==> config.mk <==
export PLATFORM = sky130hd
export DESIGN_NAME = failure_throttle_breaker_top
export DESIGN_NICKNAME = d
export VERILOG_FILES = /design/src/rtl/core/ftb_pkg.sv /design/src/rtl/core/ftb_window.sv /design/src/rtl/core/ftb_core.sv /design/src/rtl/core/failure_throttle_breaker_top.sv
export SDC_FILE = /design/constraint.sdc
export NUM_CORES = 1
export LEC_CHECK = 0
export BUFFER_PORTS_ARGS = -buffer_cell sky130_fd_sc_hd__buf_2
export CAP_MARGIN = 15
export CORE_MARGIN = 3
export CORE_UTILIZATION = 44
export DETAILED_ROUTE_END_ITERATION = 10
export HOLD_SLACK_MARGIN = 0.08
export PLACE_DENSITY = 0.7
export SYNTH_ARGS = -nofsm -noshare
export SYNTH_HDL_FRONTEND = slang
export SYNTH_HIERARCHICAL = 1
export SYNTH_SLANG_ARGS = --single-unit
export TNS_END_PERCENT = 20
==> constraint.sdc <==
create_clock -name clk -period 6.4 [get_ports clk]
set_clock_uncertainty 0.15 [all_clocks]
set_input_delay 1.28 -clock clk [delete_from_list [all_inputs] [get_ports clk]]
set_output_delay 1.28 -clock clk [all_outputs]
set_load 0.02 [all_outputs]
==> src/rtl/core/ftb_pkg.sv <==
`default_nettype none
package ftb_pkg;

  // Depth of the outcome window
  localparam int WINDOW_MAX = 128;
  localparam int POS_W      = $clog2(WINDOW_MAX);
  localparam int CNT_W      = $clog2(WINDOW_MAX + 1);
  // Common width for length / threshold compares (register fields are 8 bits)
  localparam int EXT_W      = (CNT_W > 8) ? CNT_W : 8;

  localparam int CFG_IDX_W  = 3;
  localparam int CFG_DATA_W = 16;

  typedef enum logic [1:0] {
    MODE_OUTCOME    = 2'd0,
    MODE_CHECK      = 2'd1,
    MODE_DISCOVERED = 2'd2,
    MODE_TICK       = 2'd3
  } mode_t;

  typedef enum logic [1:0] {
    ST_NONE     = 2'd0,
    ST_REJECTED = 2'd1,
    ST_RELEASED = 2'd2,
    ST_TRIPPED  = 2'd3
  } status_t;

  typedef enum logic [1:0] {
    CAUSE_NONE   = 2'd0,
    CAUSE_CONSEC = 2'd1,
    CAUSE_WINDOW = 2'd2
  } cause_t;

  typedef enum logic [CFG_IDX_W-1:0] {
    CFG_HOLD_PERIOD     = 3'd0,
    CFG_CONSEC_LIMIT    = 3'd1,
    CFG_WIN_THRESHOLD   = 3'd2,
    CFG_WIN_LENGTH      = 3'd3,
    CFG_HOLD_UNTIL_DISC = 3'd4,
    CFG_CONNECT_ONLY    = 3'd5
  } cfg_idx_t;

  typedef struct packed {
    mode_t mode;
    logic  failed;
    logic  is_connect_failure;
  } in_t;

  typedef struct packed {
    status_t status;
    logic    tripped;
    cause_t  trip_cause;
  } out_t;

  typedef struct packed {
    logic [15:0] hold_period;
    logic [15:0] consecutive_limit;
    logic [7:0]  window_threshold;
    logic [7:0]  window_length;
    logic        hold_until_discovered;
    logic        conn_fail_only;
  } cfg_regs_t;

  // Window memory control from the step logic
  typedef struct packed {
    logic             wr_en;
    logic [POS_W-1:0] wr_addr;
    logic             wr_bit;
    logic             clr;
    logic [POS_W-1:0] rd_addr;
  } win_req_t;

endpackage
`default_nettype wire

==> src/rtl/core/ftb_window.sv <==
`default_nettype none
module ftb_window (
  input  wire logic              clk,
  input  wire logic              rst_n,
  input  wire ftb_pkg::win_req_t req,
  output logic                   cur_bit
);

  logic                            mem [ftb_pkg::WINDOW_MAX];
  logic [ftb_pkg::WINDOW_MAX-1:0]  vld_r;
  logic [ftb_pkg::WINDOW_MAX-1:0]  vld_nxt;
  logic                            rd_mem_r;
  logic                            ovr_r;
  logic                            ovr_nxt;
  logic                            ovr_val_r;
  logic                            ovr_val_nxt;
  logic                            same_addr;

  // Entries not written since the last release read as zero.
  always_comb begin
    vld_nxt = vld_r;
    if (req.clr) begin
      vld_nxt = '0;
    end else if (req.wr_en) begin
      vld_nxt[req.wr_addr] = 1'b1;
    end
  end

  // Write-to-read bypass and invalid entries override the memory data.
  assign same_addr   = req.wr_en && (req.wr_addr == req.rd_addr);
  assign ovr_nxt     = same_addr || !vld_nxt[req.rd_addr];
  assign ovr_val_nxt = same_addr ? req.wr_bit : 1'b0;

  always_ff @(posedge clk) begin
    if (req.wr_en) begin
      mem[req.wr_addr] <= req.wr_bit;
    end
    rd_mem_r <= mem[req.rd_addr];
  end

  always_ff @(posedge clk) begin
    if (!rst_n) begin
      vld_r     <= '0;
      ovr_r     <= 1'b1;
      ovr_val_r <= 1'b0;
    end else begin
      vld_r     <= vld_nxt;
      ovr_r     <= ovr_nxt;
      ovr_val_r <= ovr_val_nxt;
    end
  end

  assign cur_bit = ovr_r ? ovr_val_r : rd_mem_r;

endmodule
`default_nettype wire

==> src/rtl/core/ftb_core.sv <==
`default_nettype none
module ftb_core (
  input  wire logic               clk,
  input  wire logic               rst_n,
  input  wire logic               step,
  input  wire ftb_pkg::in_t       item,
  input  wire ftb_pkg::cfg_regs_t cfg,
  input  wire logic               cur_bit,
  output ftb_pkg::win_req_t       win_req,
  output ftb_pkg::out_t           res
);

  logic [15:0]                cnt_r, cnt_nxt, cnt_sat;
  logic [ftb_pkg::POS_W-1:0]  pos_r, pos_nxt, pos_wrap;
  logic [ftb_pkg::CNT_W-1:0]  ones_r, ones_nxt, ones_inc;
  logic                       trip_r, trip_nxt;
  logic                       seen_r, seen_nxt;
  logic [15:0]                hold_r, hold_nxt;
  logic [ftb_pkg::EXT_W-1:0]  len_ext, eff_len, pos_inc;
  logic                       ignored;
  logic                       fire_c, fire_w;
  logic                       wr_en, clr;
  ftb_pkg::status_t           status;
  ftb_pkg::cause_t            cause;

  assign cnt_sat  = (cnt_r != 16'hFFFF) ? cnt_r + 16'd1 : cnt_r;
  assign ones_inc = ones_r + ftb_pkg::CNT_W'(1);

  // Window length clamped to 1..WINDOW_MAX
  assign len_ext = ftb_pkg::EXT_W'(cfg.window_length);
  always_comb begin
    if (len_ext == '0) begin
      eff_len = ftb_pkg::EXT_W'(1);
    end else if (len_ext > ftb_pkg::EXT_W'(ftb_pkg::WINDOW_MAX)) begin
      eff_len = ftb_pkg::EXT_W'(ftb_pkg::WINDOW_MAX);
    end else begin
      eff_len = len_ext;
    end
  end
  assign pos_inc  = ftb_pkg::EXT_W'(pos_r) + ftb_pkg::EXT_W'(1);
  assign pos_wrap = (pos_inc >= eff_len) ? '0 : pos_inc[ftb_pkg::POS_W-1:0];

  assign ignored = item.failed && cfg.conn_fail_only && !item.is_connect_failure;

  always_comb begin
    cnt_nxt  = cnt_r;
    pos_nxt  = pos_r;
    ones_nxt = ones_r;
    trip_nxt = trip_r;
    seen_nxt = seen_r;
    hold_nxt = hold_r;
    fire_c   = 1'b0;
    fire_w   = 1'b0;
    wr_en    = 1'b0;
    clr      = 1'b0;
    status   = ftb_pkg::ST_NONE;
    cause    = ftb_pkg::CAUSE_NONE;
    if (step) begin
      case (item.mode)
        ftb_pkg::MODE_OUTCOME: begin
          if (cfg.hold_period != '0 && !ignored) begin
            if (cfg.consecutive_limit != '0) begin
              if (!item.failed) begin
                cnt_nxt = '0;
              end else begin
                cnt_nxt = cnt_sat;
                fire_c  = (cnt_sat >= cfg.consecutive_limit);
              end
            end
            if (cfg.window_threshold != '0) begin
              if (cur_bit != item.failed) begin
                wr_en = 1'b1;
                if (item.failed) begin
                  ones_nxt = ones_inc;
                  fire_w   = (ftb_pkg::EXT_W'(ones_inc) >=
                              ftb_pkg::EXT_W'(cfg.window_threshold));
                end else if (ones_r != '0) begin
                  ones_nxt = ones_r - ftb_pkg::CNT_W'(1);
                end
              end
              pos_nxt = pos_wrap;
            end
            if (fire_c || fire_w) begin
              trip_nxt = 1'b1;
              status   = ftb_pkg::ST_TRIPPED;
              cause    = fire_w ? ftb_pkg::CAUSE_WINDOW : ftb_pkg::CAUSE_CONSEC;
            end
            if (fire_c || fire_w || trip_r) begin
              seen_nxt = 1'b0;
              hold_nxt = cfg.hold_period;
            end
          end
        end
        ftb_pkg::MODE_CHECK: begin
          if (cfg.hold_period != '0 && trip_r) begin
            if (hold_r == '0 && (!cfg.hold_until_discovered || seen_r)) begin
              cnt_nxt  = '0;
              pos_nxt  = '0;
              ones_nxt = '0;
              clr      = 1'b1;
              trip_nxt = 1'b0;
              status   = ftb_pkg::ST_RELEASED;
            end else begin
              status   = ftb_pkg::ST_REJECTED;
            end
          end
        end
        ftb_pkg::MODE_DISCOVERED: begin
          seen_nxt = 1'b1;
        end
        ftb_pkg::MODE_TICK: begin
          if (hold_r != '0) begin
            hold_nxt = hold_r - 16'd1;
          end
        end
        default: begin
        end
      endcase
    end
  end

  always_ff @(posedge clk) begin
    if (!rst_n) begin
      cnt_r  <= '0;
      pos_r  <= '0;
      ones_r <= '0;
      trip_r <= 1'b0;
      seen_r <= 1'b0;
      hold_r <= '0;
    end else begin
      cnt_r  <= cnt_nxt;
      pos_r  <= pos_nxt;
      ones_r <= ones_nxt;
      trip_r <= trip_nxt;
      seen_r <= seen_nxt;
      hold_r <= hold_nxt;
    end
  end

  // Read address follows the next position so the bit is ready for the next item
  assign win_req.wr_en   = wr_en;
  assign win_req.wr_addr = pos_r;
  assign win_req.wr_bit  = item.failed;
  assign win_req.clr     = clr;
  assign win_req.rd_addr = pos_nxt;

  assign res.status     = status;
  assign res.tripped    = trip_nxt;
  assign res.trip_cause = cause;

endmodule
`default_nettype wire

==> src/rtl/core/failure_throttle_breaker_top.sv <==
// Pipeline: the input register (stage 1), then the result register.
// One item per cycle while out_stall is low; every item yields exactly one result.
// The window bit for the next item is read from the window RAM as the current item steps.
// Reset (rst_n low, synchronous): pipeline empty, breaker closed, counters and window
// cleared, registers at hold_period 0 (breaker off) and window_length 1.
`default_nettype none
module failure_throttle_breaker_top (
  input  wire logic                               clk,
  input  wire logic                               rst_n,
  // item input
  input  wire logic                               in_valid,
  output logic                                    in_stall,
  input  wire ftb_pkg::in_t                       in_data,
  // result output
  output logic                                    out_valid,
  input  wire logic                               out_stall,
  output ftb_pkg::out_t                           out_data,
  // register writes
  input  wire logic                               cfg_valid,
  output logic                                    cfg_ready,
  input  wire logic [ftb_pkg::CFG_IDX_W-1:0]      cfg_index,
  input  wire logic [ftb_pkg::CFG_DATA_W-1:0]     cfg_data
);

  ftb_pkg::cfg_regs_t cfg_r;
  ftb_pkg::in_t       s1_data_r;
  logic               s1_valid_r, s1_valid_nxt;
  ftb_pkg::out_t      out_data_r;
  logic               out_valid_r, out_valid_nxt;
  logic               in_xfer;
  logic               advance;
  logic               cur_bit;
  ftb_pkg::win_req_t  win_req;
  ftb_pkg::out_t      res;

  // ---------------------------------------------------------------------------
  // Register port: always ready, writes are registered.
  // Indexes beyond the last register are accepted and dropped.
  // ---------------------------------------------------------------------------
  assign cfg_ready = 1'b1;

  always_ff @(posedge clk) begin
    if (!rst_n) begin
      cfg_r.hold_period           <= '0;
      cfg_r.consecutive_limit     <= '0;
      cfg_r.window_threshold      <= '0;
      cfg_r.window_length         <= 8'd1;
      cfg_r.hold_until_discovered <= 1'b0;
      cfg_r.conn_fail_only        <= 1'b0;
    end else if (cfg_valid && cfg_ready) begin
      case (cfg_index)
        ftb_pkg::CFG_HOLD_PERIOD:     cfg_r.hold_period           <= cfg_data[15:0];
        ftb_pkg::CFG_CONSEC_LIMIT:    cfg_r.consecutive_limit     <= cfg_data[15:0];
        ftb_pkg::CFG_WIN_THRESHOLD:   cfg_r.window_threshold      <= cfg_data[7:0];
        ftb_pkg::CFG_WIN_LENGTH:      cfg_r.window_length         <= cfg_data[7:0];
        ftb_pkg::CFG_HOLD_UNTIL_DISC: cfg_r.hold_until_discovered <= cfg_data[0];
        ftb_pkg::CFG_CONNECT_ONLY:    cfg_r.conn_fail_only        <= cfg_data[0];
        default: begin
        end
      endcase
    end
  end

  // ---------------------------------------------------------------------------
  // Pipeline control.
  // Stage 1 holds the accepted item; it is evaluated and its state update
  // committed at the same edge that loads the result register. The result
  // register keeps a finished result while the next item waits in stage 1,
  // so input transfers continue every cycle as long as the output drains.
  // ---------------------------------------------------------------------------
  assign advance      = s1_valid_r && (!out_valid_r || !out_stall);
  assign in_stall     = s1_valid_r && !advance;
  assign in_xfer      = in_valid && !in_stall;
  assign s1_valid_nxt = in_xfer || (s1_valid_r && !advance);
  assign out_valid_nxt = advance || (out_valid_r && out_stall);

  always_ff @(posedge clk) begin
    if (!rst_n) begin
      s1_valid_r  <= 1'b0;
      out_valid_r <= 1'b0;
    end else begin
      s1_valid_r  <= s1_valid_nxt;
      out_valid_r <= out_valid_nxt;
    end
  end

  // payload registers, no reset
  always_ff @(posedge clk) begin
    if (in_xfer) begin
      s1_data_r <= in_data;
    end
    if (advance) begin
      out_data_r <= res;
    end
  end

  // ---------------------------------------------------------------------------
  // Breaker state and step logic; window bits in a RAM with per-entry
  // valid flags so a release clears the whole window at once.
  // ---------------------------------------------------------------------------
  ftb_core u_core (
    .clk     (clk),
    .rst_n   (rst_n),
    .step    (advance),
    .item    (s1_data_r),
    .cfg     (cfg_r),
    .cur_bit (cur_bit),
    .win_req (win_req),
    .res     (res)
  );

  ftb_window u_window (
    .clk     (clk),
    .rst_n   (rst_n),
    .req     (win_req),
    .cur_bit (cur_bit)
  );

  assign out_valid = out_valid_r;
  assign out_data  = out_data_r;

  // ---------------------------------------------------------------------------
  // Checks
  // ---------------------------------------------------------------------------
  // a release always leaves the breaker closed
  a_release_closes: assert property (@(posedge clk) disable iff (!rst_n)
    out_valid && (out_data.status == ftb_pkg::ST_RELEASED) |-> !out_data.tripped)
    else $error("release result with breaker still tripped");

  // a trip result always reports an open breaker and a cause
  a_trip_open: assert property (@(posedge clk) disable iff (!rst_n)
    out_valid && (out_data.status == ftb_pkg::ST_TRIPPED) |->
      out_data.tripped && (out_data.trip_cause != ftb_pkg::CAUSE_NONE))
    else $error("trip result without open breaker or cause");

  // cause only appears on trip results
  a_cause_only_on_trip: assert property (@(posedge clk) disable iff (!rst_n)
    out_valid && (out_data.trip_cause != ftb_pkg::CAUSE_NONE) |->
      (out_data.status == ftb_pkg::ST_TRIPPED))
    else $error("trip cause on a non-trip result");

  // an item that cannot advance stays in stage 1
  a_stage_holds: assert property (@(posedge clk) disable iff (!rst_n)
    s1_valid_r && !advance |=> s1_valid_r && $stable(s1_data_r))
    else $error("stalled item lost from stage 1");

endmodule
`default_nettype wire

==> impl_metrics.ini, run 1 <==
[outcome]
status = completed

[synth]
synth_adder_area_share_pct = 2.65
synth-simple-area-share_pct = 22.0
proportion_of_synthesized_chip_area_in_sequential_cells_pct = 48.7
synth.yosys.warnings = 6
synth_largest_area_cell = dfxtp_1
synth_compound_area_share_pct = 12.0
synthDistinctLibCells = 94
synth.most_common_cell = nor2_1
netlist.area_leader.share_pct = 25.8
synthFlopType = dfxtp_1
synth_area_per_cell_um2 = 9.65
synthMuxAreaShare_pct = 8.84
syn-instance-count = 1863
synth_area_leaders = dfxtp_1 26%, edfxtp_1 23%, nor2_1 9.1%
synth_nets = 1929
yosys-top-cells-count = 435 x nor2_1, 232 x dfxtp_1, 160 x nand2_1
synth-xor-area-share_pct = 1.41
combinational_family_with_the_most_area_after_synthesis = simple AND/OR/NAND/NOR gates
synth-edff-count = 137
yosys_register_bits = 369
async_flop_share_pct = 0
synth_area_um2 = 18000

[floorplanning]
core_region_area_um2 = 40000
floorplan.initialDensity_pct = 44.9
number_of_placed_i_o_pins = 36
core.rowCount = 73
floorplan.die_area_um2 = 43300
die_width_um = 208
floorplan.die.height_um = 208

[layout]
antenna-diode-count = 0
syn2layout_area_growth_pct = 10.5
post_route_cells_drive_above_1_share_pct = 11.0
layout.core_utilization_pct = 49.6
final_design_area_no_fill_um2 = 19900
nets = 1908

[global_routing]
groute.usage.overall_pct = 21.8
first_global_vias = 13825
maximum_number_of_pins_on_one_net_before_global_route_repair = 92
initial_antenna_violation_count = 1
first_pass_grt_wire_length_um = 76400
gr-total-overflow = 0

[clock_tree]
h_tree_depth = 2
clockRootBuffer = clkbuf_16
cts_max_path_buffers = 3
tritoncts_clock_tree = yes
cts_hold_buf = 0
clk_pin_slew_worst_paths_ns = 0.06
cts_repair_resize_count = 0
clkSinkCount = 369
numCtsBuffers = 40
clock_latency_ns = 0.57
postCtsSetupBuffers = 0

[timing]
max_freq_ghz = 0.181
finalCritPeriodShare_pct = 86.1
worst_max_slew_pin_slew_ns = 1.14
final_period_minus_worst_setup_slack_ns = 5.51
timing_hold_violations_final = 0
grt_setup_unrepaired = false
timing.final.max_slew_violations = 0
finalSetupViolCount = 0
fin_tns_setup_ns = 0
slew_headroom_pct = 23.9

[worst_setup_path]
critPathMaxFanout = 31
worstPathCellList = ha_1 > nand3_1 > xnor2_1 > ha_1 > a21o_1 > a21oi_1 > o211ai_1 > a211oi_1 > buf_4 > mux2_4 > buf_4 > mux4_2 > mux4_2 > mux4_2 > mux2_2
timing.critical_path.slowest_stage_cell = dfxtp_1
timing.critical_path.mode_cell = mux4_2
criticalPathCategory = register to register
worstSetupStartpointType = register
path_buf_inv = 2
cpPeakStageDelay_ns = 0.67
crit_family = multiplexers
worst-endpoint-required_ns = 6.70
cp.depth = 15
cp.arrival_ns = 5.81
r2r.worst_path.cells = 15
end_kind = register

[placed_design]
place_area_um2 = 18500
place_hpwl_um = 31500
place_congestion = 0.914
port-buffer-count = 34

[drt]
post_route_wl_um = 48100
vias = 14438
drt_antenna_net_count = 0
drt_first_iter_violations = 1523
detail_route.first_pass.iterations = 7
avgViaCountPerCell = 6.02
post-route-drc-count = 0
routed_len_inst_um = 20.1

[worst_hold_path]
min_path_type = register to register
hold-path-cell-count = 2

[power_and_ir_drop]
p_total_mw = 5.03
static-leakage-power_nw = 6.91
vdd_drop_max_v = 0.000216
power-per-cell-area_nw_per_um2 = 253

[flow_run]
timing.max_cap.violations = 0
[tightest hold or removal path: cells and delay by family (launching register included)]
family / cells / cell delay (ns)
flip-flops: 1 / 0.31
AND/OR/NAND/NOR: 1 / 0.07
AO/OA/AOI/OAI: 1 / 0.05
[state kept, by name, summed over array words and instances (netlist names)]
| register | flops |
|---|---|
| u_core/trip_r | 1 |
| u_window/ovr_val_r | 1 |
| u_core/pos_r | 7 |
| u_core/ones_r | 8 |
| u_window/rd_mem_r | 1 |
| u_window/mem | 128 |
| out_data | 5 |
| u_window/vld_r | 128 |
| s1_valid_r | 1 |
| out_valid | 1 |
| u_window/ovr_r | 1 |
| cfg_r | 50 |
| s1_data_r | 4 |
| u_core/hold_r | 16 |
| u_core/cnt_r | 16 |
| u_core/seen_r | 1 |
[where the power goes]
part	switching (mW)	internal, mW	leakage (nW)	total [mW]
registers	0.0117	2.44	3.11	2.46
logic	0.144	0.0571	3.14	0.202
clock network	0.952	1.42	0.670	2.37
total	1.11	3.92	6.91	5.03
[cell type report]
cell class	instances	area, um^2
Tap cell	525	657
Inverter	54	203
Fill cell	3620	20200
Sequential cell	369	8760
Clock inverter	21	216
Clock buffer	53	1140
Multi-Input combinational cell	1314	8450
Timing Repair Buffer	63	425
[layout by cell type (no fill, tap or decap), drive strengths merged, types with 53 or more instances in the layout]
master,instances
nor2,435
edfxtp,137
buf,63
dfxtp,232
nand2,161
inv,53
clkbuf,53
mux2i,54
o21ai,56
a21oi,67
[per-layer routing]
metal,wire length [um],global-route usage (%)
met3,4310,5.35
met1,20700,30.1
met2,21500,33.8
met4,1620,7.09
met5,0,0
[logic make-up (layout without fill, tap and decap cells)]
group | Yosys count | count (layout)
xor+xnor | 29 | 29
compound gates | 298 | 298
flops | 369 | 369
buf+inv | 180 | 191
simple gates | 845 | 845
mux | 103 | 103
fa+ha+maj | 38 | 38
other cells | 1 | 1
[path summary, 6_finish.rpt]
check             slack [ns]                  to               start
setup / recovery        0.89   u_window/rd_mem_r     u_core/pos_r[0]
hold reg to reg         0.31  u_window/vld_r[38]  u_window/vld_r[38]
hold / removal          0.31  u_window/vld_r[38]  u_window/vld_r[38]
setup reg to reg        0.89   u_window/rd_mem_r     u_core/pos_r[0]
[through the flow]
stage | instances | worst slack, ns | hold WS, ns
3_3_place_gp | 2325 | 0.905 | 0.283
4_1_cts | 2399 | 0.917 | 0.308
2_1_floorplan | 1863 | 0.900 | 0.273
5_1_grt | 2399 | 0.584 | 0.332
6_report | 2399 | 0.887 | 0.310
3_5_place_dp | 2325 | 0.927 | 0.293
Power figures use the tool's default switching activity.
==> inputs of run 2 (changes only) <==
Settings changed: CORE_MARGIN 3 to unset, MAX_ROUTING_LAYER set to met4.
==> run 2 against run 1 <==
  * Fmax is 2.0% higher
  * Sequential share of layout area down 0.16 points
  * Wire length shrank 0.51%
  * Sequential power barely moved
  * Critical path depth stayed put
  * Final area rose by 0.35%
  * Utilization increased by 0.18 points
  * Non-clock buffer count up 4
  * Die area fell by 3.8%
  * Clock power rose by 3%
  * Worst setup slack improved by 0.11 ns
  * Critical path type unchanged
  * Largest power group unchanged
  * Highest routed layer unchanged
==> impl_metrics.ini, run 2 (synthesis results as in run 1) <==
[power_and_ir_drop]
static-leakage-power_nw = 6.95
power-per-cell-area_nw_per_um2 = 256
p_total_mw = 5.11
vdd_drop_max_v = 0.000158

[worst_hold_path]
min_path_type = register to register

[worst_setup_path]
cp.arrival_ns = 5.71
worstPathCellList = ha_1 > nand3_1 > xnor2_1 > ha_1 > a21o_1 > a21oi_1 > o211ai_1 > a211oi_1 > buf_4 > mux2_4 > buf_4 > mux4_2 > mux4_2 > mux4_2 > mux2_2
worst-endpoint-required_ns = 6.71
cpPeakStageDelay_ns = 0.68
end_kind = register
timing.critical_path.slowest_stage_cell = dfxtp_1
critPathMaxFanout = 21
timing.critical_path.mode_cell = mux4_2
criticalPathCategory = register to register
worstSetupStartpointType = register

[drt]
vias = 14376
post_route_wl_um = 47900
post-route-drc-count = 0
avgViaCountPerCell = 5.98
drt_antenna_net_count = 0
drt_first_iter_violations = 1372
routed_len_inst_um = 19.9
detail_route.first_pass.iterations = 5

[clock_tree]
h_tree_depth = 2
clk_pin_slew_worst_paths_ns = 0.06
numCtsBuffers = 40
clock_latency_ns = 0.57
cts_repair_resize_count = 0
postCtsSetupBuffers = 0
clockRootBuffer = clkbuf_16
tritoncts_clock_tree = yes
clkSinkCount = 369
cts_hold_buf = 0
cts_max_path_buffers = 3

[timing]
timing_hold_violations_final = 0
grt_setup_unrepaired = false
postLayoutSetupSlackWorst_ns = 0.995
final_period_minus_worst_setup_slack_ns = 5.40
finalCritPeriodShare_pct = 84.4
worst_max_slew_pin_slew_ns = 1.01
fin_tns_setup_ns = 0
worst_hold_slack_ns = 0.307
max_freq_ghz = 0.185
timing.final.max_slew_violations = 0
finalSetupViolCount = 0
slew_headroom_pct = 31.7

[placed_design]
place_congestion = 0.928
port-buffer-count = 34
placement.setup.worst_slack_ns = 0.973
place_hpwl_um = 31500

[floorplanning]
core_region_area_um2 = 40000
number_of_placed_i_o_pins = 36
floorplan.die.height_um = 204
floorplan.initialDensity_pct = 44.9
core.rowCount = 73
floorplan.die_area_um2 = 41700
die_width_um = 204

[layout]
layout.core_utilization_pct = 49.8
most_common_library_cell_in_the_layout_ignoring_fill_and_taps = nor2_1
syn2layout_area_growth_pct = 10.9
antenna-diode-count = 0
layout.cells.most_common_list = 435 x nor2_1, 232 x dfxtp_1, 159 x nand2_1
post_route_cells_drive_above_1_share_pct = 11.3
nets = 1912
top_regs = u_window/mem x128, u_window/vld_r x128, cfg_r x50

[outcome]
status = completed

[flow_run]
timing.max_cap.violations = 0

[global_routing]
first_global_vias = 13634
first_pass_grt_wire_length_um = 75900
groute.usage.overall_pct = 23.8
initial_antenna_violation_count = 0
maximum_number_of_pins_on_one_net_before_global_route_repair = 93
gr-total-overflow = 0
## run 2: changes by cell type in the layout (fill, tap and decap cells not counted)
cell        previous run  this run
buf_4                 26        29
bufinv_16              4         7
clkbuf_8               5         2
clkinv_1               8         5
clkinv_2               7        10
inv_6                  0         2
buf_12                 3         4
clkbuf_16             42        41
clkinv_4               1         0
clkinv_8               1         0
clkinvlp_4             1         2
## run 2: area by class of cell
class                           count  area, um^2
Fill cell                        3612       20100
Sequential cell                   369        8760
Multi-Input combinational cell   1314        8450
Clock buffer                       49        1080
Tap cell                          525         657
Timing Repair Buffer               67         468
Clock inverter                     25         310
Inverter                           54         203
## run 2: stage by stage
| stage | std cells | cell area, um^2 |
|---|---|---|
| after floorplan | 1863 | 18000 |
| after global placement | 2329 | 18500 |
| after detailed placement | 2329 | 18500 |
| after CTS | 2403 | 19900 |
| after global routing | 2403 | 19900 |
| final | 2403 | 19900 |
## run 2: metal layers
metal	wire [um]	vias up	GRT usage, %	part of all wire [%]
li1	-	6682	-	-
met1	20700	7005	31.9	43
met2	22000	592	36.3	46
met3	3840	97	3.91	8.0
met4	1370	0	8.66	2.9
met5	0	-	-	0
## run 2: worst paths after layout
path	from	end	slack [ns]	cells after the start
hold reg to reg	u_window/vld_r[95]	u_window/vld_r[95]	0.31	2
hold / removal	u_window/vld_r[95]	u_window/vld_r[95]	0.31	2
setup reg to reg	u_core/pos_r[0]	u_window/rd_mem_r	1.0	15
setup / recovery	u_core/pos_r[0]	u_window/rd_mem_r	1.0	15
## run 2: critical path: cells and delay by family, from the launching register on
| family | cells | cell delay (ns) |
|---|---|---|
| muxes | 5 | 2.23 |
| xor gates and xnor gates | 1 | 0.18 |
| buffers and inverters | 2 | 0.51 |
| adders and majority gates | 2 | 0.63 |
| DFF | 1 | 0.68 |
| AOI/OAI and AO/OA | 4 | 0.78 |
| and+or+nand+nor | 1 | 0.13 |
## run 2: where the power goes
part | leakage [nW] | internal [mW] | total [mW] | switching [mW]
logic | 3.16 | 0.0571 | 0.200 | 0.143
clock network | 0.683 | 1.48 | 2.45 | 0.969
registers | 3.11 | 2.44 | 2.46 | 0.0119
total | 6.95 | 3.99 | 5.11 | 1.12
==> inputs of run 3 (changes only) <==
Clock period 6.4 ns to 5.06 ns, I/O delays scaled along.
==> run 3 against run 2 <==
  * Sequential cell count unchanged
  * Critical path depth decreased by 1
  * Power increased by 26%
  * Utilization increased by 0.51 points
  * Count of clock-buffer cells in the layout increased by 15
  * Clock power increased by 24%
  * Via count increased by 1.3%
  * Non-clock buffer count increased by 27
  * Final area increased by 1.0%
  * Worst setup slack got worse by 0.84 ns
  * Critical path type unchanged
  * Largest cell class unchanged
==> impl_metrics.ini, run 3 (synthesis results as in run 1) <==
[outcome]
status = completed

[power_and_ir_drop]
power-per-cell-area_nw_per_um2 = 319
static-leakage-power_nw = 7.07
vdd_drop_max_v = 0.000296
p_total_mw = 6.42

[placed_design]
place_area_um2 = 18800
place_congestion = 0.916
port-buffer-count = 34
placement.setup.worst_slack_ns = 0.166
place_hpwl_um = 33100
numPlacedInstances = 2356

[floorplanning]
number_of_placed_i_o_pins = 36
floorplan.die_area_um2 = 41700
floorplan.initialDensity_pct = 44.9
floorplan.die.height_um = 204
core.rowCount = 73
die_width_um = 204
core_region_area_um2 = 40000

[worst_setup_path]
timing.reg2reg.setup_slack_ns = 0.15
criticalPathCategory = register to register
end_kind = register
worstSetupStartpointType = register
cp.arrival_ns = 5.21
worst-endpoint-required_ns = 5.37
rr_endpoint = u_window/rd_mem_r
rr_startpoint = u_core/pos_r[1]
critPathLaunch = u_core/pos_r[1]
r2r.worst_path.cells = 14
critPathMaxFanout = 19
critical_path.endpoint = u_window/rd_mem_r

[timing]
max_freq_ghz = 0.204
finalSetupViolCount = 0
slew_headroom_pct = 35.5
final_period_minus_worst_setup_slack_ns = 4.91
timing.final.max_slew_violations = 0
finalCritPeriodShare_pct = 96.9
worst_max_slew_pin_slew_ns = 0.968
fin_tns_setup_ns = 0
postLayoutSetupSlackWorst_ns = 0.155
grt_setup_unrepaired = false
timing_hold_violations_final = 0

[global_routing]
initial_antenna_violation_count = 0
maximum_number_of_pins_on_one_net_before_global_route_repair = 97
groute.usage.overall_pct = 24.3
first_global_vias = 13738
first_pass_grt_wire_length_um = 77500
gr-total-overflow = 0

[clock_tree]
clock_latency_ns = 0.58
clkSinkCount = 369
h_tree_depth = 2
clk_pin_slew_worst_paths_ns = 0.06
cts_hold_buf = 0
clockRootBuffer = clkbuf_16
cts_max_path_buffers = 3
postCtsSetupBuffers = 0
tritoncts_clock_tree = yes
numCtsBuffers = 41
cts_repair_resize_count = 0

[drt]
top_layer = met4
post_route_wl_um = 49000
route.layer.met1.wl_um = 21500
routed_len_inst_um = 20.2
drt_first_iter_violations = 1402
wl_met2_um = 22100
detail_route.first_pass.iterations = 6
route.met3.wl_um = 3870
drt_antenna_net_count = 0
post-route-drc-count = 0
avgViaCountPerCell = 5.99
vias = 14563

[worst_hold_path]
hold-path-cell-count = 2
min_path_type = register to register

[layout]
final_design_area_no_fill_um2 = 20100
antenna-diode-count = 0
nets = 1940
top_regs = u_window/mem x128, u_window/vld_r x128, cfg_r x50
post_route_cells_drive_above_1_share_pct = 12.3
syn2layout_area_growth_pct = 12.0
most_common_library_cell_in_the_layout_ignoring_fill_and_taps = nor2_1
finalNonFillerCells = 2432
layout.cells.most_common_list = 435 x nor2_1, 232 x dfxtp_1, 159 x nand2_1

[flow_run]
timing.max_cap.violations = 0
run 3: final cells by class:
cell class | instances | area, um^2
multi-input cells | 1314 | 8450
well taps | 525 | 657
repair buffers | 94 | 683
fillers | 3590 | 19900
clock inverters | 12 | 149
clock buffers | 64 | 1230
flip-flops and latches | 369 | 8760
inverters | 54 | 203
run 3: per-stage QoR:
step,util (%),hold slack [ns]
floorplan,-,0.273
global placement,46.9,0.284
detailed placement,46.9,0.292
CTS,50.3,0.304
global route,50.3,0.322
finish,50.3,0.304
run 3: how the worst min path moves through the flow:
| stage | start | end | slack [ns] |
|---|---|---|---|
| 2_1_floorplan | u_window/vld_r[97] | u_window/vld_r[97] | 0.27 |
| 3_3_place_gp | u_window/vld_r[104] | u_window/vld_r[104] | 0.28 |
| 3_5_place_dp | u_window/vld_r[38] | u_window/vld_r[38] | 0.29 |
| 4_1_cts | u_window/vld_r[38] | u_window/vld_r[38] | 0.30 |
| 5_1_grt | u_window/vld_r[38] | u_window/vld_r[38] | 0.32 |
| 6_report | u_window/vld_r[38] | u_window/vld_r[38] | 0.30 |
run 3: report_power, final:
| group | switching [mW] | internal [mW] | leakage [nW] | total (mW) |
|---|---|---|---|---|
| Clock | 1.23 | 1.83 | 0.673 | 3.05 |
| Sequential | 0.0157 | 3.09 | 3.11 | 3.11 |
| Combinational | 0.183 | 0.0766 | 3.29 | 0.260 |
| Total | 1.42 | 5.00 | 7.07 | 6.42 |
run 3: layer usage:
| metal | vias up | global-route usage (%) |
|---|---|---|
| li1 | 6731 | - |
| met1 | 7114 | 33.3 |
| met2 | 613 | 36.3 |
| met3 | 105 | 4.21 |
| met4 | 0 | 8.48 |
| met5 | - | - |
run 3: critical path: stages, from the launching register on:
cell	delay, ns
dfxtp_1	0.41
ha_1	0.25
nand3_1	0.14
xnor2_1	0.16
ha_1	0.31
a21o_1	0.18
a21oi_1	0.19
o211ai_1	0.15
a211oi_1	0.36
mux2_4	0.42
buf_12	0.22
mux4_2	0.52
mux4_2	0.49
mux4_2	0.54
mux2_2	0.29
